File: config.mk
export PLATFORM = sky130hd
export DESIGN_NAME = millisecond_sleep_queue_timer_unit
export DESIGN_NICKNAME = d
export VERILOG_FILES = /design/src/rtl/msqt_pkg.sv /design/src/rtl/msqt_ram.sv /design/src/rtl/msqt_alu.sv /design/src/rtl/millisecond_sleep_queue_timer_unit.sv
export SDC_FILE = /design/constraint.sdc
export NUM_CORES = 1
export LEC_CHECK = 0
export BUFFER_PORTS_ARGS = -buffer_cell sky130_fd_sc_hd__buf_2
export CORE_UTILIZATION = 35
export CTS_CLUSTER_DIAMETER = 100
export DETAILED_ROUTE_END_ITERATION = 8
export GPL_TIMING_DRIVEN = 0
export MAX_ROUTING_LAYER = met4
export PLACE_DENSITY = 0.53
export SETUP_SLACK_MARGIN = 0.5
export SLEW_MARGIN = 20
export SYNTH_ARGS = -nofsm -noshare
export SYNTH_HDL_FRONTEND = slang
export SYNTH_SLANG_ARGS = --single-unit
File: constraint.sdc
create_clock -name i_clk -period 5 [get_ports i_clk]
set_clock_uncertainty 0.2 [all_clocks]
set_input_delay 1 -clock i_clk [delete_from_list [all_inputs] [get_ports i_clk]]
set_output_delay 1 -clock i_clk [all_outputs]
set_load 0.03 [all_outputs]
File: src/rtl/msqt_pkg.sv
// Shared types and constants for the millisecond sleep queue timer.
`timescale 1ns / 1ps

package msqt_pkg;

    localparam int unsigned TimeW = 32;
    localparam int unsigned IdW   = 8;

    typedef struct packed {
        logic             kind;
        logic [IdW-1:0]   proc_id;
        logic [TimeW-1:0] duration_ms;
    } t_req;

    typedef struct packed {
        logic             woken_valid;
        logic [IdW-1:0]   woken_id;
        logic             reschedule;
        logic             queue_full;
        logic [TimeW-1:0] now_ms;
    } t_rsp;

    typedef struct packed {
        logic [TimeW-1:0] wake;
        logic [IdW-1:0]   id;
    } t_entry;

    localparam logic KindTick  = 1'b0;
    localparam logic KindSleep = 1'b1;

    typedef enum logic {
        ALU_ADD = 1'b0,
        ALU_SUB = 1'b1
    } t_alu_op;

    typedef struct packed {
        t_alu_op          op;
        logic [TimeW-1:0] a;
        logic [TimeW-1:0] b;
    } t_alu_req;

    typedef struct packed {
        logic [TimeW-1:0] sum;
        logic             lt;
    } t_alu_rsp;

endpackage

File: src/rtl/msqt_ram.sv
// Generic single-write, single-read RAM with registered read data.
`timescale 1ns / 1ps

module msqt_ram #(
    parameter int unsigned WIDTH = 40,
    parameter int unsigned DEPTH = 16
) (
    input  logic                     i_clk,
    input  logic                     i_we,
    input  logic [$clog2(DEPTH)-1:0] i_waddr,
    input  logic [WIDTH-1:0]         i_wdata,
    input  logic [$clog2(DEPTH)-1:0] i_raddr,
    output logic [WIDTH-1:0]         o_rdata
);

    logic [WIDTH-1:0] r_mem [DEPTH];
    logic [WIDTH-1:0] r_rdata;

    always_ff @(posedge i_clk) begin
        if (i_we) begin
            r_mem[i_waddr] <= i_wdata;
        end
        r_rdata <= r_mem[i_raddr];
    end

    assign o_rdata = r_rdata;

endmodule

File: src/rtl/msqt_alu.sv
// Shared 32-bit add / subtract-compare unit.
`timescale 1ns / 1ps

module msqt_alu (
    input  msqt_pkg::t_alu_req i_alu_req,
    output msqt_pkg::t_alu_rsp o_alu_rsp
);

    logic                     sub;
    logic [msqt_pkg::TimeW:0] sum;

    assign sub = (i_alu_req.op == msqt_pkg::ALU_SUB);

    always_comb begin
        sum = {1'b0, i_alu_req.a}
            + {1'b0, (sub ? ~i_alu_req.b : i_alu_req.b)}
            + {{msqt_pkg::TimeW{1'b0}}, sub};
        o_alu_rsp.sum = sum[msqt_pkg::TimeW-1:0];
        o_alu_rsp.lt  = sub & ~sum[msqt_pkg::TimeW];
    end

endmodule

File: src/rtl/millisecond_sleep_queue_timer_unit.sv
// Top level: millisecond timestamp and sorted sleep queue sequencer.
//
// channel | dir | handshake                    | payload
// request | in  | i_req_valid / o_req_stall    | i_req (kind, proc_id, duration_ms)
// result  | out | o_rsp_valid / i_rsp_stall    | o_rsp (woken, id, flags, now_ms)
//
// One request at a time; a tick on an empty queue finishes without a RAM read,
// otherwise it reads and compares the head. A sleep is dropped when the queue is full,
// else it moves entries back until it lands at the front or a compare stops it,
// passing at most QUEUE_DEPTH - 1 entries; the RAM read-compare-write loop does this.
// Reset is synchronous; no clearing pass, the queue is empty after reset.
// A stalled result does not block the next request; the sequencer then waits in S_DONE until it is taken.
`timescale 1ns / 1ps

module millisecond_sleep_queue_timer_unit #(
    parameter int unsigned QUEUE_DEPTH      = 16,
    parameter int unsigned TICKS_PER_SECOND = 1000
) (
    input  logic           i_clk,
    input  logic           i_rst_n,
    input  logic           i_req_valid,
    output logic           o_req_stall,
    input  msqt_pkg::t_req i_req,
    output logic           o_rsp_valid,
    input  logic           i_rsp_stall,
    output msqt_pkg::t_rsp o_rsp
);

    localparam int unsigned AW = $clog2(QUEUE_DEPTH);
    localparam int unsigned CW = $clog2(QUEUE_DEPTH + 1);
    localparam int unsigned MW = $clog2(TICKS_PER_SECOND);
    localparam int unsigned EW = $bits(msqt_pkg::t_entry);

    typedef enum logic [5:0] {
        S_IDLE     = 6'b000001,
        S_ADD      = 6'b000010,
        S_HEAD_RD  = 6'b000100,
        S_HEAD_CMP = 6'b001000,
        S_INS_RD   = 6'b010000,
        S_INS_CMP  = 6'b100000
    } t_state;

    localparam t_state S_DONE = S_IDLE;

    t_state                       r_state, n_state;
    logic                         r_done, n_done;
    logic [msqt_pkg::TimeW-1:0]   r_now, n_now;
    logic [MW-1:0]                r_ms, n_ms;
    logic [CW-1:0]                r_count, n_count;
    logic [AW-1:0]                r_head, n_head;
    logic [CW-1:0]                r_pos, n_pos;
    msqt_pkg::t_req               r_req, n_req;
    logic [msqt_pkg::TimeW-1:0]   r_sum, n_sum;
    logic                         r_woken, n_woken;
    logic [msqt_pkg::IdW-1:0]     r_wid, n_wid;
    logic                         r_full, n_full;
    logic                         r_rsp_valid, n_rsp_valid;
    msqt_pkg::t_rsp               r_rsp, n_rsp;

    msqt_pkg::t_alu_req alu_req;
    msqt_pkg::t_alu_rsp alu_rsp;
    msqt_pkg::t_entry   rd_entry;
    msqt_pkg::t_entry   wr_entry;
    logic [EW-1:0]      rd_bits;
    logic               we;
    logic [AW-1:0]      waddr;
    logic [AW-1:0]      raddr;
    logic               accept;
    logic               tick;
    logic               out_free;

    function automatic logic [AW-1:0] phys(input logic [AW-1:0] head,
                                           input logic [CW-1:0] idx);
        logic [CW:0] s;
        s = {{(CW + 1 - AW){1'b0}}, head} + {1'b0, idx};
        if (s >= (CW + 1)'(QUEUE_DEPTH)) begin
            s = s - (CW + 1)'(QUEUE_DEPTH);
        end
        return s[AW-1:0];
    endfunction

    msqt_alu u_alu (
        .i_alu_req (alu_req),
        .o_alu_rsp (alu_rsp)
    );

    msqt_ram #(
        .WIDTH (EW),
        .DEPTH (QUEUE_DEPTH)
    ) u_ram (
        .i_clk   (i_clk),
        .i_we    (we),
        .i_waddr (waddr),
        .i_wdata (wr_entry),
        .i_raddr (raddr),
        .o_rdata (rd_bits)
    );

    assign rd_entry    = msqt_pkg::t_entry'(rd_bits);
    assign accept      = i_req_valid && !o_req_stall;
    assign tick        = (r_req.kind == msqt_pkg::KindTick);
    assign out_free    = !r_rsp_valid || !i_rsp_stall;
    assign o_req_stall = (r_state != S_IDLE) || r_done;
    assign o_rsp_valid = r_rsp_valid;
    assign o_rsp       = r_rsp;

    always_comb begin
        n_state     = r_state;
        n_done      = r_done;
        n_now       = r_now;
        n_ms        = r_ms;
        n_count     = r_count;
        n_head      = r_head;
        n_pos       = r_pos;
        n_req       = r_req;
        n_sum       = r_sum;
        n_woken     = r_woken;
        n_wid       = r_wid;
        n_full      = r_full;
        n_rsp_valid = r_rsp_valid && i_rsp_stall;
        n_rsp       = r_rsp;
        alu_req.op  = msqt_pkg::ALU_ADD;
        alu_req.a   = r_now;
        alu_req.b   = r_req.duration_ms;
        we          = 1'b0;
        waddr       = phys(r_head, r_pos);
        raddr       = phys(r_head, r_pos - CW'(1));
        wr_entry.wake = r_sum;
        wr_entry.id   = r_req.proc_id;

        unique case (r_state)
            S_IDLE: begin
                if (r_done) begin
                    if (out_free) begin
                        n_done                = 1'b0;
                        n_rsp_valid           = 1'b1;
                        n_rsp.woken_valid     = r_woken;
                        n_rsp.woken_id        = r_woken ? r_wid : '0;
                        n_rsp.queue_full      = r_full;
                        if (tick) begin
                            n_now                = r_sum;
                            n_rsp.now_ms         = r_sum;
                            if (r_ms == MW'(TICKS_PER_SECOND - 1)) begin
                                n_ms             = '0;
                                n_rsp.reschedule = 1'b1;
                            end else begin
                                n_ms             = r_ms + MW'(1);
                                n_rsp.reschedule = 1'b0;
                            end
                        end else begin
                            n_rsp.now_ms     = r_now;
                            n_rsp.reschedule = 1'b1;
                        end
                    end
                end else if (accept) begin
                    n_req   = i_req;
                    n_woken = 1'b0;
                    n_wid   = '0;
                    n_full  = 1'b0;
                    n_state = S_ADD;
                end
            end
            S_ADD: begin
                if (!tick) begin
                    alu_req.b = r_req.duration_ms;
                end else begin
                    alu_req.b = msqt_pkg::TimeW'(1);
                end
                n_sum = alu_rsp.sum;
                n_pos = r_count;
                if (!tick) begin
                    if (r_count == CW'(QUEUE_DEPTH)) begin
                        n_full  = 1'b1;
                        n_done  = 1'b1;
                        n_state = S_DONE;
                    end else begin
                        n_state = S_INS_RD;
                    end
                end else if (r_count == '0) begin
                    n_done  = 1'b1;
                    n_state = S_DONE;
                end else begin
                    n_state = S_HEAD_RD;
                end
            end
            S_HEAD_RD: begin
                raddr   = r_head;
                n_state = S_HEAD_CMP;
            end
            S_HEAD_CMP: begin
                alu_req.op = msqt_pkg::ALU_SUB;
                alu_req.a  = r_now;
                alu_req.b  = rd_entry.wake;
                if (!alu_rsp.lt) begin
                    n_woken = 1'b1;
                    n_wid   = rd_entry.id;
                    n_count = r_count - CW'(1);
                    n_head  = (r_head == AW'(QUEUE_DEPTH - 1)) ? '0 : r_head + AW'(1);
                end
                n_done  = 1'b1;
                n_state = S_DONE;
            end
            S_INS_RD: begin
                if (r_pos == '0) begin
                    we      = 1'b1;
                    n_count = r_count + CW'(1);
                    n_done  = 1'b1;
                    n_state = S_DONE;
                end else begin
                    n_state = S_INS_CMP;
                end
            end
            S_INS_CMP: begin
                alu_req.op = msqt_pkg::ALU_SUB;
                alu_req.a  = r_sum;
                alu_req.b  = rd_entry.wake;
                we         = 1'b1;
                if (alu_rsp.lt) begin
                    wr_entry = rd_entry;
                    n_pos    = r_pos - CW'(1);
                    n_state  = S_INS_RD;
                end else begin
                    n_count = r_count + CW'(1);
                    n_done  = 1'b1;
                    n_state = S_DONE;
                end
            end
            default: begin
                n_state = S_IDLE;
            end
        endcase
    end

    always_ff @(posedge i_clk) begin
        if (!i_rst_n) begin
            r_state     <= S_IDLE;
            r_done      <= 1'b0;
            r_now       <= '0;
            r_ms        <= '0;
            r_count     <= '0;
            r_head      <= '0;
            r_rsp_valid <= 1'b0;
        end else begin
            r_state     <= n_state;
            r_done      <= n_done;
            r_now       <= n_now;
            r_ms        <= n_ms;
            r_count     <= n_count;
            r_head      <= n_head;
            r_rsp_valid <= n_rsp_valid;
        end
    end

    always_ff @(posedge i_clk) begin
        r_pos   <= n_pos;
        r_req   <= n_req;
        r_sum   <= n_sum;
        r_woken <= n_woken;
        r_wid   <= n_wid;
        r_full  <= n_full;
        r_rsp   <= n_rsp;
    end

endmodule

Yosys cells after proc, flatten, opt, wreduce, memory -nomap -nowiden --
Memory sizes are Yosys's and may differ from the RTL's. A register that Yosys moved wholly into a read port is not among the register bits. Index checks and enable logic that the tools add are counted.
Word-level totals: flip-flop bits (word level) 190, RAM bits 640, input bits 45, word-level logic and storage cells 136, memories kept 1
Cells by class: add/subtract/negate cells 11, $lt $le $gt $ge 2, equality and inequality tests 20, muxes and demuxes 51, bitwise logic cells 6, reduce and logical (&&, ||, !) cells 25
Memory list:
- u_ram.r_mem | words 16, bits a word 40, read ports 1, clocked after Yosys merged registers in 1, write ports 1, line msqt_ram.sv:16 | logic [WIDTH-1:0] r_mem [DEPTH];
Operator list (count):
- $mux 32 | 3
- $mux 40 | 2
- $pmux 33 s2 | 1
- $pmux 32 s2 | 1
- $add 32x32->33 | 1
- $add 33x1->33 | 1
- $not 32->32 | 1
- $mux 5 | 6
- $pmux 6 s5 | 1
- $mux 6 | 4
- $mux 8 | 3
- $mux 1 | 17
- $mux 4 | 4
- $ne 2x2->1 const B | 8
- $pmux 8 s2 | 1
- $pmux 5 s3 | 1
- $add 4x5->6 | 2
- $ge 6x5->1 const B | 2
- $reduce_and 4->1 | 3
- $add 10x1->10 const B | 1
- $eq 10x10->1 const B | 1
- $logic_not 5->1 | 2
- $mux 10 | 1
- $pmux 5 s2 | 1
- 29 further kinds | 47

Logic depth before layout (Yosys ltp) --
Gate-level depths: netlist (run 1).
depth in word-level cells 11, depth in mapped cells 18, gate-level depth less buffers 14

Hierarchy --
A second synthesis (run 1) with hierarchy kept.
Unflattened totals: cells, all modules 2004, area total of the unflattened synthesis 36072.1 sq um
By module, submodules not included:
- msqt_ram | instances 1, cells an instance 1040, area an instance 25132.9 sq um, seq. area each 20019.2 sq um
- millisecond_sleep_queue_timer_unit | instances 1, cells an instance 654, area an instance 8698.3 sq um, seq. area each 5114.9 sq um
- msqt_alu | instances 1, cells an instance 310, area an instance 2240.9 sq um, seq. area each 0.0 sq um

Least setup slack after synthesis (run 1) --
OpenSTA, ideal clock, no wires.
path type reg-to-reg, from reg r_state[2], to mem u_ram.r_mem[0][2] (data pin), setup time 0.307 ns, arrival time 4.102 ns, required time 4.493 ns, path slack 0.391 ns, cell stages (with the launch flop) 15, buffers on the path 3, period minus slack after synthesis 4.609 ns, cells stage by stage dfxtp_1 -> buf_2 -> nor4_4 -> nand2_1 -> clkbuf_1 -> mux2_2 -> fa_1 -> a21o_1 -> a311oi_1 -> or4_1 -> nand3_1 -> a221o_1 -> a211oi_4 -> buf_4 -> mux2_1
On the way: cells in the longest elaborated chain, start to end 11, elaborated cells on any way between the ends 14, those cells by class 2 x add/sub; 3 x eq/ne; 5 x mux; 3 x bitwise; 1 x reduce/logical
RTL lines:
- start, declared | line millisecond_sleep_queue_timer_unit.sv:45 | t_state r_state, n_state;
- start signal, assigned | line millisecond_sleep_queue_timer_unit.sv:244 | r_state <= n_state;
- $eq 6x6->1 / $eq 6x4->1 (equally long branches) | line millisecond_sleep_queue_timer_unit.sv:131 | unique case (r_state)
- $reduce_or 2->1 (no line)
- $pmux 32 s2 | line millisecond_sleep_queue_timer_unit.sv:131
- $not 32->32 | line msqt_alu.sv:16 | + {1'b0, (sub ? ~i_alu_req.b : i_alu_req.b)}
- $mux 32 | line msqt_alu.sv:16
- $add 32x32->33 | line msqt_alu.sv:16
- $add 33x1->33 | line msqt_alu.sv:17 | + {{msqt_pkg::TimeW{1'b0}}, sub};
- $not 1->1 | line msqt_alu.sv:19 | o_alu_rsp.lt = sub & ~sum[msqt_pkg::TimeW];
- $and 1x1->1 | line msqt_alu.sv:19
- $mux 40 | line millisecond_sleep_queue_timer_unit.sv:218 | if (alu_rsp.lt) begin
- $mux 40 * | line millisecond_sleep_queue_timer_unit.sv:131
- net u_ram.i_wdata[2] | line msqt_ram.sv:11 | input logic [WIDTH-1:0] i_wdata,
- end, declared | line msqt_ram.sv:16
Mark *: on every way through the listed nets, which the timed path passes. The rest lies on a longest branch.

Worst setup path after layout (run 1) --
from reg r_state[2], to mem u_ram.r_mem[15][10] (data pin)
The elaborated chain is that of the path after synthesis.

==> impl_metrics.prom, run 1 <==
# TYPE chip_impl_metric gauge
chip_impl_metric{name="yosysSeqAreaShare",unit="%"} 70.58
chip_impl_metric{name="drt_first_iter_violations",unit=""} 2137
chip_impl_metric{name="vdd_ir_drop_max",unit="uV"} 247.1
chip_impl_metric{name="n_fill_cell",unit=""} 8795
chip_impl_metric{name="share_comb_of_total_power",unit="%"} 4.4
chip_impl_metric{name="switchingPower",unit="mW"} 3.383
chip_impl_info{name="worst_path_dominant_cell_family",value="compound AO/OA/AOI/OAI gates"} 1
chip_impl_metric{name="maxSlewHeadroom",unit="%"} 28.94
chip_impl_metric{name="max_freq",unit="MHz"} 206.3
chip_impl_metric{name="power-per-cell-area",unit="nW/um2"} 350.4
chip_impl_info{name="cts.root.buffer_cell",value="sky130_fd_sc_hd__clkbuf_16"} 1
chip_impl_metric{name="finish.net_count",unit=""} 2456
chip_impl_metric{name="synth_cells",unit=""} 2048
chip_impl_metric{name="final_antenna_net_count",unit=""} 0
chip_impl_metric{name="power.static_leakage",unit="nW"} 14.89
chip_impl_metric{name="numPlacedInstances",unit=""} 3536
chip_impl_metric{name="worstHoldPathCells",unit=""} 0
chip_impl_metric{name="async_flop_share",unit="%"} 0
chip_impl_metric{name="finalInstanceArea",unit="um2"} 43650
chip_impl_metric{name="worstPathBufferInverterCount",unit=""} 5
chip_impl_info{name="worstSetupStartpoint",value="r_state[2]"} 1
chip_impl_metric{name="worst-path-max-fanout",unit=""} 8
chip_impl_info{name="worst_hold_path_type",value="reg -> reg"} 1
chip_impl_info{name="netlist_top_cells_area",value="sky130_fd_sc_hd__edfxtp_1 65%, sky130_fd_sc_hd__mux4_2 10%, sky130_fd_sc_hd__dfxtp_1 5.6%"} 1
chip_impl_metric{name="fin_ws",unit="ns"} 0.1535
chip_impl_metric{name="drt_first_pass_iters",unit=""} 5
chip_impl_info{name="yosysTopAreaCell",value="sky130_fd_sc_hd__edfxtp_1"} 1
chip_impl_info{name="timing.hold.worst.start",value="r_full"} 1
chip_impl_info{name="post-synth-top-count-cell",value="sky130_fd_sc_hd__edfxtp_1"} 1
chip_impl_info{name="ys_top_cells_by_count",value="771 x sky130_fd_sc_hd__edfxtp_1, 160 x sky130_fd_sc_hd__mux4_2, 127 x sky130_fd_sc_hd__nand2_1"} 1
chip_impl_metric{name="die_height",unit="um"} 321.0
chip_impl_metric{name="gr-usage-all-layers",unit="%"} 20.17
chip_impl_metric{name="cts_buffer_depth",unit=""} 3
chip_impl_info{name="worstSetupStartpointType",value="flop"} 1
chip_impl_metric{name="yosysWarnings",unit=""} 0
chip_impl_metric{name="first_global_vias",unit=""} 20441
chip_impl_metric{name="drt-total-wl",unit="um"} 104000
chip_impl_metric{name="syn-cell-area",unit="um2"} 35610
chip_impl_metric{name="synth_net_count",unit=""} 2141
chip_impl_metric{name="flow.area_growth_from_synthesis",unit="%"} 22.59
chip_impl_metric{name="sw_share",unit="%"} 22.11
chip_impl_metric{name="detailedPlace.worstSlack",unit="ns"} -1.734
chip_impl_metric{name="power.share.clock",unit="%"} 43.0
chip_impl_metric{name="antenna_found_initial",unit=""} 2
chip_impl_metric{name="largest_net_degree_at_the_start_of_global_routing",unit=""} 41
chip_impl_metric{name="hpwlAfterDp",unit="um"} 62880
chip_impl_metric{name="timing.final.max_slew_violations",unit=""} 0
chip_impl_metric{name="setup_violations",unit=""} 0
chip_impl_metric{name="viasPerCell",unit=""} 5.483
chip_impl_metric{name="syn_area_per_cell",unit="um2"} 17.39
chip_impl_metric{name="internal_power",unit="mW"} 11.91
chip_impl_info{name="clock_tree_from_tritoncts",value="yes"} 1
chip_impl_metric{name="final_core_density",unit="%"} 43.46
chip_impl_metric{name="die-width",unit="um"} 321.0
chip_impl_metric{name="detailroute.via_count",unit=""} 20823
chip_impl_info{name="worst_setup_path_end_kind",value="flop"} 1
chip_impl_metric{name="timing.reg2reg.worst_path_depth",unit=""} 16
chip_impl_metric{name="worstPathRequired",unit="ns"} 5.19
chip_impl_info{name="grt_setup_unrepaired",value="yes"} 1
chip_impl_metric{name="placed_cell_area",unit="um2"} 38970
chip_impl_metric{name="worstSkewPairLatency",unit="ns"} 0.67
chip_impl_metric{name="tns",unit="ns"} 0
chip_impl_info{name="critical_path_class",value="reg -> reg"} 1
chip_impl_metric{name="period_needed",unit="ns"} 4.846
chip_impl_metric{name="ys_ff_latch",unit=""} 870
chip_impl_metric{name="worst-slew-pin-transition",unit="ns"} 1.066
chip_impl_metric{name="sequentialPowerShare",unit="%"} 52.6
chip_impl_metric{name="floorplan.initialDensity",unit="%"} 35.45
chip_impl_info{name="timing.critical_path.cells",value="buf_6 -> nor4_4 -> nand2_4 -> clkbuf_16 -> mux2_4 -> fa_2 -> a21o_1 -> a311oi_2 -> or4_4 -> nand3_2 -> a221o_2 -> a211oi_4 -> buf_12 -> buf_12 -> buf_16 -> mux2_4"} 1
chip_impl_metric{name="fin_total_pwr",unit="mW"} 15.30
chip_impl_info{name="outcome",value="completed"} 1
chip_impl_metric{name="yosys.area.top_type_share",unit="%"} 65.02
chip_impl_metric{name="numCtsBuffers",unit=""} 92
chip_impl_metric{name="synth_edf_count",unit=""} 771
chip_impl_metric{name="clk_pin_slew",unit="ns"} 0.06
chip_impl_metric{name="layout-drive-gt1-share",unit="%"} 30.41
chip_impl_metric{name="worst-path-stages",unit=""} 16
chip_impl_metric{name="wire_length_of_the_first_global_routing_pass",unit="um"} 145000
chip_impl_metric{name="drt-wirelength-per-cell",unit="um"} 27.38
chip_impl_info{name="synth-main-ff-cell",value="sky130_fd_sc_hd__edfxtp_1"} 1
chip_impl_metric{name="worst_ep_arrival_time",unit="ns"} 5.04
chip_impl_metric{name="total_of_buffers_placed_on_input_and_output_ports",unit=""} 89
chip_impl_metric{name="ioPinCount",unit=""} 90
chip_impl_metric{name="cts.htree.levels",unit=""} 3
chip_impl_metric{name="cts_num_sinks",unit=""} 870
chip_impl_metric{name="synthDistinctLibCells",unit=""} 71
chip_impl_metric{name="core_area",unit="um2"} 100400
chip_impl_metric{name="num_rows",unit=""} 116
chip_impl_info{name="worst_r2r_startpoint",value="r_state[2]"} 1
chip_impl_metric{name="global_placement_routability_congestion",unit=""} 0.8851
chip_impl_metric{name="remaining_drc_errors",unit=""} 0
chip_impl_metric{name="final_hold_viol_count",unit=""} 0
chip_impl_metric{name="floorplan.die_area",unit="um2"} 103000
chip_impl_info{name="critical-path-slowest-cell",value="sky130_fd_sc_hd__a221o_2"} 1
chip_impl_metric{name="timing.critical_path.slowest_cell_delay",unit="ns"} 0.43
chip_impl_metric{name="whs",unit="ns"} 0.2206
chip_impl_metric{name="cap_violations",unit=""} 0
chip_impl_metric{name="holdBufCountCts",unit=""} 0
chip_impl_metric{name="finalNonFillerCells",unit=""} 3798
chip_impl_metric{name="period_share",unit="%"} 96.93
chip_impl_metric{name="grt_remaining_overflow",unit=""} 0
power groups by stage:
stage               Sequential, mW  Combinational (mW)  Clock (mW)
detailed placement            8.17               0.606           0
floorplan                     8.14               0.383           0
global route                  8.05               0.724        6.96
global placement              8.17               0.582           0
finish                        8.05               0.673        6.57
CTS                           8.04               0.648        6.71
flip-flops by register name, indices dropped and copies added (netlist names), 6 cells and up:
name           flops
r_wid              8
r_sum             32
u_ram.r_mem      640
r_now             32
r_ms              10
r_state            6
o_rsp             43
r_req             41
u_ram.o_rdata     40
cell usage in the layout (no fill, tap or decap), drive strengths merged, types with 25 or more instances in the layout:
master	count
mux4	160
clkinv	37
nor2	44
mux2	145
inv	25
a211oi	45
o21ai	91
nand2	129
nor2b	46
ha	44
mux2i	47
edfxtp	771
clkbuf	178
xnor2	28
dfxtp	99
buf	228
a21oi	124
final cells by class:
cell class / count / area [um2] / area share, %
Timing Repair Buffer: 180 / 2157 / 4.941
Multi-Input combinational cell: 1097 / 11030 / 25.28
Sequential cell: 870 / 25140 / 57.59
Buffer: 100 / 670.6 / 1.536
Tap cell: 1357 / 1698 / 3.889
Antenna cell: 1 / 2.502 / 0.005732
Inverter: 22 / 85.08 / 0.1949
Clock inverter: 45 / 385.4 / 0.8828
Clock buffer: 126 / 2480 / 5.681
worst paths after layout:
kind                            slack [ns]                   to
worst max register to register        0.15  u_ram.r_mem[15][10]
worst max-delay path                  0.15  u_ram.r_mem[15][10]
worst min-delay path                  0.22            o_rsp[32]
worst min register to register        0.22            o_rsp[32]
layer usage:
layer  GRT usage (%)  up-vias  wire [um]
li1                -     8887          -
met1           27.29    10874      44150
met2           31.18      904      48780
met3           3.696      158       8303
met4           5.661        0       2759
met5               -        -          0
cell families after synthesis:
logic type | count (synthesis) | share of synthesized area [%]
adders and majority gates | 48 | 1.771
AOI/OAI and AO/OA | 324 | 5.513
buffers and inverters | 122 | 1.606
muxes | 312 | 14.80
DFF | 870 | 70.58
and+or+nand+nor | 322 | 4.501
xor gates and xnor gates | 50 | 1.230
repair_timing:
item,4_1_cts,5_1_grt
gates resized for setup,149,63
endpoints found under the setup margin,691,676
cloned,35,17
buffers inserted,30,8
pin swaps,15,17
Note: power is estimated with default switching activity, not from simulation.
==> run 2, diff against run 1 <==
SYNTH_HIERARCHICAL = 1   (was default)
==> impl_metrics.prom, run 2 <==
# TYPE chip_impl_metric gauge
chip_impl_info{name="synth-main-ff-cell",value="sky130_fd_sc_hd__edfxtp_1"} 1
chip_impl_metric{name="detailroute.via_count",unit=""} 20444
chip_impl_metric{name="synthDistinctLibCells",unit=""} 82
chip_impl_info{name="worstSetupStartpointType",value="flop"} 1
chip_impl_metric{name="worstSkewPairLatency",unit="ns"} 0.66
chip_impl_metric{name="floorplan.initialDensity",unit="%"} 35.35
chip_impl_metric{name="gr-usage-all-layers",unit="%"} 20.44
chip_impl_metric{name="first_global_vias",unit=""} 20575
chip_impl_metric{name="syn_area_per_cell",unit="um2"} 18.00
chip_impl_metric{name="grt_remaining_overflow",unit=""} 0
chip_impl_metric{name="viasPerCell",unit=""} 5.433
chip_impl_info{name="worstSetupStartpoint",value="r_state[0]"} 1
chip_impl_metric{name="mux_share_of_post_synthesis_cell_area",unit="%"} 15.07
chip_impl_metric{name="fin_ws",unit="ns"} -0.6211
chip_impl_metric{name="wire_length_of_the_first_global_routing_pass",unit="um"} 146800
chip_impl_info{name="timing.hold.worst.start",value="r_full"} 1
chip_impl_metric{name="worst-slew-pin-transition",unit="ns"} 1.098
chip_impl_metric{name="whs",unit="ns"} 0.2584
chip_impl_info{name="post-synth-top-count-cell",value="sky130_fd_sc_hd__edfxtp_1"} 1
chip_impl_metric{name="synth_cells",unit=""} 2004
chip_impl_info{name="dominant_combinational_cell_family_by_area_after_synthesis",value="multiplexers"} 1
chip_impl_metric{name="timing.final.max_slew_violations",unit=""} 0
chip_impl_info{name="critical-path-slowest-cell",value="sky130_fd_sc_hd__a2111oi_4"} 1
chip_impl_metric{name="power.static_leakage",unit="nW"} 15.50
chip_impl_info{name="outcome",value="finished with violations"} 1
chip_impl_metric{name="cts.htree.levels",unit=""} 3
chip_impl_metric{name="largest_register_ffs",unit=""} 640
chip_impl_metric{name="die_height",unit="um"} 323.0
chip_impl_metric{name="holdBufCountCts",unit=""} 0
chip_impl_metric{name="worstPathRequired",unit="ns"} 5.16
chip_impl_info{name="reg2reg_to",value="u_ram/r_mem[2][13]"} 1
chip_impl_info{name="netlist_top_cells_area",value="sky130_fd_sc_hd__edfxtp_1 64%, sky130_fd_sc_hd__mux4_2 6.2%, sky130_fd_sc_hd__dfxtp_1 5.5%"} 1
chip_impl_metric{name="drt-wirelength-per-cell",unit="um"} 27.39
chip_impl_metric{name="final_antenna_net_count",unit=""} 0
chip_impl_metric{name="max_freq",unit="MHz"} 177.9
chip_impl_metric{name="yosysSeqAreaShare",unit="%"} 69.68
chip_impl_metric{name="multi_input_comb_area",unit="um2"} 11150
chip_impl_metric{name="worstHoldPathCells",unit=""} 0
chip_impl_info{name="final_common_cell",value="sky130_fd_sc_hd__edfxtp_1"} 1
chip_impl_metric{name="power-per-cell-area",unit="nW/um2"} 355.1
chip_impl_metric{name="setup.reg_to_reg.worst_slack",unit="ns"} -0.62
chip_impl_metric{name="worst-path-max-fanout",unit=""} 9
chip_impl_metric{name="setup_violations",unit=""} 662
chip_impl_info{name="failed_checks",value="negative setup slack"} 1
chip_impl_info{name="worst_setup_path_end_kind",value="flop"} 1
chip_impl_metric{name="layout-drive-gt1-share",unit="%"} 28.53
chip_impl_info{name="worst_r2r_startpoint",value="r_state[0]"} 1
chip_impl_metric{name="ys_ff_latch",unit=""} 870
chip_impl_metric{name="synth_net_count",unit=""} 2095
chip_impl_info{name="grt_setup_unrepaired",value="yes"} 1
chip_impl_metric{name="timing.reg2reg.worst_path_depth",unit=""} 20
chip_impl_metric{name="worstPathBufferInverterCount",unit=""} 5
chip_impl_metric{name="cap_violations",unit=""} 0
chip_impl_metric{name="detailedPlace.worstSlack",unit="ns"} -1.764
chip_impl_metric{name="core_area",unit="um2"} 102000
chip_impl_metric{name="floorplan.die_area",unit="um2"} 104400
chip_impl_metric{name="worst_ep_arrival_time",unit="ns"} 5.78
chip_impl_metric{name="largest_net_degree_at_the_start_of_global_routing",unit=""} 53
chip_impl_metric{name="num_rows",unit=""} 117
chip_impl_info{name="yosysTopAreaCell",value="sky130_fd_sc_hd__edfxtp_1"} 1
chip_impl_info{name="cts.root.buffer_cell",value="sky130_fd_sc_hd__clkbuf_16"} 1
chip_impl_metric{name="drt-total-wl",unit="um"} 103100
chip_impl_info{name="worst_hold_path_type",value="reg -> reg"} 1
chip_impl_metric{name="synth_edf_count",unit=""} 771
chip_impl_metric{name="worst-path-stages",unit=""} 20
chip_impl_metric{name="vdd_ir_drop_max",unit="uV"} 263.1
chip_impl_metric{name="yosys.area_share.simple",unit="%"} 4.114
chip_impl_metric{name="maxSlewHeadroom",unit="%"} 26.82
chip_impl_metric{name="yosys.area.top_type_share",unit="%"} 64.18
chip_impl_metric{name="timing.critical_path.slowest_cell_delay",unit="ns"} 0.49
chip_impl_metric{name="antenna_found_initial",unit=""} 2
chip_impl_metric{name="finish.net_count",unit=""} 2409
chip_impl_metric{name="remaining_drc_errors",unit=""} 0
chip_impl_metric{name="drt_first_pass_iters",unit=""} 5
chip_impl_info{name="largest_reg_by_ff_count",value="u_ram/r_mem"} 1
chip_impl_info{name="timing.critical_path.cells",value="buf_6 -> or3_4 -> or3_4 -> inv_8 -> nor2_4 -> clkbuf_8 -> a22o_1 -> xor2_1 -> ha_1 -> nor2b_4 -> o31a_1 -> o31ai_4 -> o22ai_4 -> a2111oi_4 -> o21ai_2 -> a21oi_4 -> nand3_4 -> buf_12 -> clkbuf_16 -> mux2_4"} 1
chip_impl_metric{name="period_needed",unit="ns"} 5.621
chip_impl_metric{name="die-width",unit="um"} 323.0
chip_impl_metric{name="n_fill_cell",unit=""} 8932
chip_impl_info{name="clock_tree_from_tritoncts",value="yes"} 1
chip_impl_metric{name="area.sequential",unit="um2"} 25140
chip_impl_info{name="cp_common_cell",value="sky130_fd_sc_hd__or3_4"} 1
chip_impl_info{name="layout_common_cells",value="771 x sky130_fd_sc_hd__edfxtp_1, 106 x sky130_fd_sc_hd__buf_2, 100 x sky130_fd_sc_hd__clkbuf_16, 100 x sky130_fd_sc_hd__mux4_2, 96 x sky130_fd_sc_hd__dfxtp_1"} 1
chip_impl_metric{name="cts_buffer_depth",unit=""} 3
chip_impl_metric{name="fin_total_pwr",unit="mW"} 15.58
chip_impl_info{name="worst_path_dominant_cell_family",value="compound AO/OA/AOI/OAI gates"} 1
chip_impl_metric{name="yosysWarnings",unit=""} 6
chip_impl_metric{name="syn-cell-area",unit="um2"} 36070
chip_impl_metric{name="period_share",unit="%"} 112.4
chip_impl_metric{name="hpwlAfterDp",unit="um"} 66510
chip_impl_info{name="critical_path_class",value="reg -> reg"} 1
chip_impl_metric{name="final_hold_viol_count",unit=""} 0
chip_impl_metric{name="synthXorXnorAreaFrac",unit="%"} 1.991
chip_impl_info{name="worstSetupEndpoint",value="u_ram/r_mem[2][13]"} 1
chip_impl_metric{name="synth_compound_area_share",unit="%"} 5.494
chip_impl_info{name="ys_top_cells_by_count",value="771 x sky130_fd_sc_hd__edfxtp_1, 106 x sky130_fd_sc_hd__mux2_2, 100 x sky130_fd_sc_hd__mux4_2"} 1
chip_impl_metric{name="cts_num_sinks",unit=""} 870
chip_impl_metric{name="numCtsBuffers",unit=""} 93
chip_impl_metric{name="total_of_buffers_placed_on_input_and_output_ports",unit=""} 88
chip_impl_metric{name="synth_adder_area_share",unit="%"} 1.658
chip_impl_metric{name="async_flop_share",unit="%"} 0
chip_impl_metric{name="global_placement_routability_congestion",unit=""} 0.8499
chip_impl_metric{name="ioPinCount",unit=""} 90
chip_impl_metric{name="clk_pin_slew",unit="ns"} 0.06
chip_impl_metric{name="drt_first_iter_violations",unit=""} 1754
chip_impl_metric{name="flow.area_growth_from_synthesis",unit="%"} 21.58
## run 2: worst reg2reg max path, cell delays in order (launching register included)
cell,delay (ns)
sky130_fd_sc_hd__dfxtp_2,0.32
sky130_fd_sc_hd__buf_6,0.11
sky130_fd_sc_hd__or3_4,0.32
sky130_fd_sc_hd__or3_4,0.44
sky130_fd_sc_hd__inv_8,0.13
sky130_fd_sc_hd__nor2_4,0.05
sky130_fd_sc_hd__clkbuf_8,0.15
sky130_fd_sc_hd__a22o_1,0.21
sky130_fd_sc_hd__xor2_1,0.16
sky130_fd_sc_hd__ha_1,0.30
sky130_fd_sc_hd__nor2b_4,0.13
sky130_fd_sc_hd__o31a_1,0.30
sky130_fd_sc_hd__o31ai_4,0.37
sky130_fd_sc_hd__o22ai_4,0.16
sky130_fd_sc_hd__a2111oi_4,0.49
sky130_fd_sc_hd__o21ai_2,0.14
sky130_fd_sc_hd__a21oi_4,0.31
sky130_fd_sc_hd__nand3_4,0.21
sky130_fd_sc_hd__buf_12,0.23
sky130_fd_sc_hd__clkbuf_16,0.19
sky130_fd_sc_hd__mux2_4,0.38
## run 2: layout make-up
type                            instances  area share [%]
Clock buffer                          127           5.946
Buffer                                101           1.940
Antenna cell                            1        0.005706
Inverter                               25          0.2311
Clock inverter                         44          0.9700
Sequential cell                       870           57.32
Multi-Input combinational cell       1045           25.42
Tap cell                             1368           3.903
Timing Repair Buffer                  182           4.265
## run 2: report_power, final
group          total [mW]  internal (mW)  leakage (nW)  switching [mW]
Sequential           8.04           7.96          7.78          0.0743
Combinational       0.690          0.267          6.24           0.423
Clock                6.85           4.01          1.49            2.84
## run 2: cells by family (layout without fill, tap and decap cells)
kind of cell | Yosys count | in the layout
flops | 870 | 870
fa+ha+maj | 46 | 46
mux | 306 | 343
simple gates | 304 | 304
other cells | 0 | 1
compound gates | 270 | 270
xor+xnor | 82 | 82
buf+inv | 126 | 479
## run 2: layer usage
metal	global-route usage [%]	share of wire [%]	up-vias	routed length (um)
met3	3.406	6.3	139	6520
met2	32.23	48	742	49180
met5	-	0	-	0
met4	5.477	2.2	0	2227
met1	27.38	44	10754	45140
li1	-	-	8809	-
## run 2: what timing repair did
item,CTS,global route
buffers inserted,28,4
pin swaps,18,12
gates cloned,41,2
endpoints found under the hold margin,0,0
gates resized for setup,91,22
setup endpoints to repair,699,690
## run 2: how the worst min path moves through the flow
stage | endpoint | slack, ns
5_1_grt | o_rsp[32] | 0.24
2_1_floorplan | o_rsp[32] | 0.20
4_1_cts | o_rsp[32] | 0.25
6_report | o_rsp[32] | 0.26
3_5_place_dp | o_rsp[32] | 0.25
3_3_place_gp | o_rsp[32] | 0.22
## run 2: through the flow
step | std cells | utilization, % | TNS, ns | instance area (um2)
2_1_floorplan | 2004 | - | 0 | 36300
3_3_place_gp | 3460 | 37.68 | -2823.62 | 38450
3_5_place_dp | 3516 | 38.80 | -1147.16 | 39590
4_1_cts | 3756 | 42.85 | -340.90 | 43720
5_1_grt | 3762 | 42.98 | -408.59 | 43850
6_report | 3763 | 42.98 | -367.52 | 43860
==> run 3, diff against run 2 <==
clock period = 6.75 ns   (was 5 ns; I/O delays follow)
==> impl_metrics.prom, run 3 (synthesis results as in run 2) <==
# TYPE chip_impl_metric gauge
chip_impl_info{name="final_common_cell",value="sky130_fd_sc_hd__edfxtp_1"} 1
chip_impl_metric{name="flow.area_growth_from_synthesis",unit="%"} 16.79
chip_impl_metric{name="setup_violations",unit=""} 0
chip_impl_metric{name="detailedPlace.worstSlack",unit="ns"} -0.8258
chip_impl_metric{name="cap_violations",unit=""} 0
chip_impl_info{name="timing.critical_path.cells",value="buf_6 -> or3_1 -> or3_4 -> inv_1 -> clkbuf_4 -> clkbuf_4 -> clkbuf_8 -> xor2_1 -> ha_1 -> a21oi_2 -> nand2_1 -> a311oi_2 -> o22ai_4 -> a2111oi_4 -> o21ai_2 -> a21oi_4 -> nand3_4 -> clkbuf_4 -> mux2_2"} 1
chip_impl_metric{name="drt-wirelength-per-cell",unit="um"} 24.39
chip_impl_metric{name="timing.final.max_slew_violations",unit=""} 0
chip_impl_metric{name="drt_first_pass_iters",unit=""} 4
chip_impl_info{name="worstSetupStartpointType",value="flop"} 1
chip_impl_metric{name="cts.htree.levels",unit=""} 3
chip_impl_metric{name="cts_buffer_depth",unit=""} 3
chip_impl_metric{name="worst_ep_arrival_time",unit="ns"} 6.18
chip_impl_metric{name="numCtsBuffers",unit=""} 92
chip_impl_metric{name="wire_length_of_the_first_global_routing_pass",unit="um"} 132100
chip_impl_metric{name="power-per-cell-area",unit="nW/um2"} 265.4
chip_impl_info{name="outcome",value="completed"} 1
chip_impl_metric{name="detailroute.via_count",unit=""} 19059
chip_impl_metric{name="fin_ws",unit="ns"} 0.7068
chip_impl_metric{name="largest_net_degree_at_the_start_of_global_routing",unit=""} 53
chip_impl_metric{name="remaining_drc_errors",unit=""} 0
chip_impl_metric{name="gr-usage-all-layers",unit="%"} 17.87
chip_impl_metric{name="finalInstanceArea",unit="um2"} 42130
chip_impl_metric{name="first_global_vias",unit=""} 19755
chip_impl_metric{name="viasPerCell",unit=""} 5.168
chip_impl_metric{name="placed_cell_area",unit="um2"} 39160
chip_impl_info{name="clock_tree_from_tritoncts",value="yes"} 1
chip_impl_info{name="grt_setup_unrepaired",value="yes"} 1
chip_impl_metric{name="floorplan.initialDensity",unit="%"} 35.35
chip_impl_info{name="critical-path-slowest-cell",value="sky130_fd_sc_hd__a2111oi_4"} 1
chip_impl_metric{name="cts_num_sinks",unit=""} 870
chip_impl_metric{name="period_share",unit="%"} 89.53
chip_impl_info{name="largest_reg_by_ff_count",value="u_ram/r_mem"} 1
chip_impl_metric{name="vdd_ir_drop_max",unit="uV"} 195.1
chip_impl_metric{name="die_height",unit="um"} 323.0
chip_impl_metric{name="grt_remaining_overflow",unit=""} 0
chip_impl_metric{name="largest_register_ffs",unit=""} 640
chip_impl_metric{name="max_freq",unit="MHz"} 165.5
chip_impl_metric{name="total_of_buffers_placed_on_input_and_output_ports",unit=""} 88
chip_impl_metric{name="maxSlewHeadroom",unit="%"} 34.70
chip_impl_metric{name="layout-drive-gt1-share",unit="%"} 24.69
chip_impl_metric{name="worst-slew-pin-transition",unit="ns"} 0.9795
chip_impl_info{name="worst_path_dominant_cell_family",value="compound AO/OA/AOI/OAI gates"} 1
chip_impl_metric{name="holdBufCountCts",unit=""} 0
chip_impl_metric{name="fin_total_pwr",unit="mW"} 11.18
chip_impl_metric{name="grt_util_met1",unit="%"} 23.26
chip_impl_metric{name="worst-path-max-fanout",unit=""} 16
chip_impl_metric{name="core_area",unit="um2"} 102000
chip_impl_info{name="grt_busiest_layer",value="met2"} 1
chip_impl_info{name="critical_path_class",value="reg -> reg"} 1
chip_impl_metric{name="power.static_leakage",unit="nW"} 14.49
chip_impl_metric{name="finish.net_count",unit=""} 2331
chip_impl_metric{name="worstPathBufferInverterCount",unit=""} 6
chip_impl_metric{name="drt-total-wl",unit="um"} 89940
chip_impl_metric{name="global_placement_routability_congestion",unit=""} 0.8912
chip_impl_metric{name="hpwlAfterDp",unit="um"} 62320
chip_impl_info{name="worst_hold_path_type",value="reg -> reg"} 1
chip_impl_metric{name="antenna_found_initial",unit=""} 1
chip_impl_metric{name="ioPinCount",unit=""} 90
chip_impl_metric{name="timing.critical_path.slowest_cell_delay",unit="ns"} 0.48
chip_impl_metric{name="num_rows",unit=""} 117
chip_impl_info{name="worst_setup_path_end_kind",value="flop"} 1
chip_impl_info{name="cts.root.buffer_cell",value="sky130_fd_sc_hd__clkbuf_16"} 1
chip_impl_info{name="cp_common_cell",value="sky130_fd_sc_hd__clkbuf_4"} 1
chip_impl_metric{name="clk_pin_slew",unit="ns"} 0.06
chip_impl_info{name="layout_common_cells",value="771 x sky130_fd_sc_hd__edfxtp_1, 112 x sky130_fd_sc_hd__buf_2, 101 x sky130_fd_sc_hd__mux2_2"} 1
chip_impl_metric{name="gr-usage-met2",unit="%"} 29.17
chip_impl_metric{name="period_needed",unit="ns"} 6.043
chip_impl_metric{name="worstPathRequired",unit="ns"} 6.89
chip_impl_metric{name="die-width",unit="um"} 323.0
chip_impl_metric{name="final_antenna_net_count",unit=""} 0
chip_impl_metric{name="final_hold_viol_count",unit=""} 0
chip_impl_metric{name="setup.reg_to_reg.worst_slack",unit="ns"} 0.71
chip_impl_metric{name="worstSkewPairLatency",unit="ns"} 0.66
chip_impl_metric{name="drt_first_iter_violations",unit=""} 1582
chip_impl_metric{name="floorplan.die_area",unit="um2"} 104400
chip_impl_metric{name="grtUsageMet3",unit="%"} 2.774
-- run 3: cell types whose count changed in the layout (fill, tap and decap cells not counted), sizes merged --
cell      change
buf          -38
mux2         -37
clkinv        +9
bufinv        -5
clkbuf        -4
diode         +2
clkinvlp      -1
inv           -1
-- run 3: per-layer routing --
| metal | wire, um | vias up |
|---|---|---|
| met3 | 4208 | 122 |
| met4 | 1866 | 0 |
| met1 | 39610 | 9837 |
| met5 | 0 | - |
| met2 | 44250 | 517 |
| li1 | - | 8583 |
-- run 3: what timing repair did --
| item | CTS | global route |
|---|---|---|
| setup buffers | 0 | 2 |
| pin swaps | 0 | 1 |
| endpoints found under the setup margin | 661 | 637 |
| hold endpoints to repair | 0 | 0 |
| resized for setup | 20 | 14 |
-- run 3: report_power, final --
part / switching, mW / internal, mW
logic: 0.285 / 0.174
registers: 0.0481 / 5.90
clock network: 2.09 / 2.69
total: 2.42 / 8.76
-- run 3: path summary, 6_finish.rpt --
check / from / to / cells past startpoint
min: r_full / o_rsp[32] / 0
min reg2reg: r_full / o_rsp[32] / 0
max reg2reg: r_state[0] / u_ram/r_mem[13][14] / 19
max: r_state[0] / u_ram/r_mem[13][14] / 19
-- run 3: stage by stage --
stage	util [%]	hold slack (ns)	setup TNS [ns]	instances
3_3_place_gp	37.46	0.2657	-1006.17	3460
3_5_place_dp	38.38	0.2584	-481.16	3512
2_1_floorplan	-	0.2003	0	2004
4_1_cts	41.24	0.2791	0	3683
5_1_grt	41.28	0.2784	0	3685
6_report	41.29	0.2675	0	3688
-- run 3: cell type report --
type,instances,area (um2)
inverter,25,93.84
tap,1368,1712
fill,9098,59900
multi-input combinational,1008,10400
clock inverter,46,339.1
buffer,101,658.1
sequential,870,25130
clock buffer,125,2507
antenna,3,7.507
timing repair buffer,142,1280
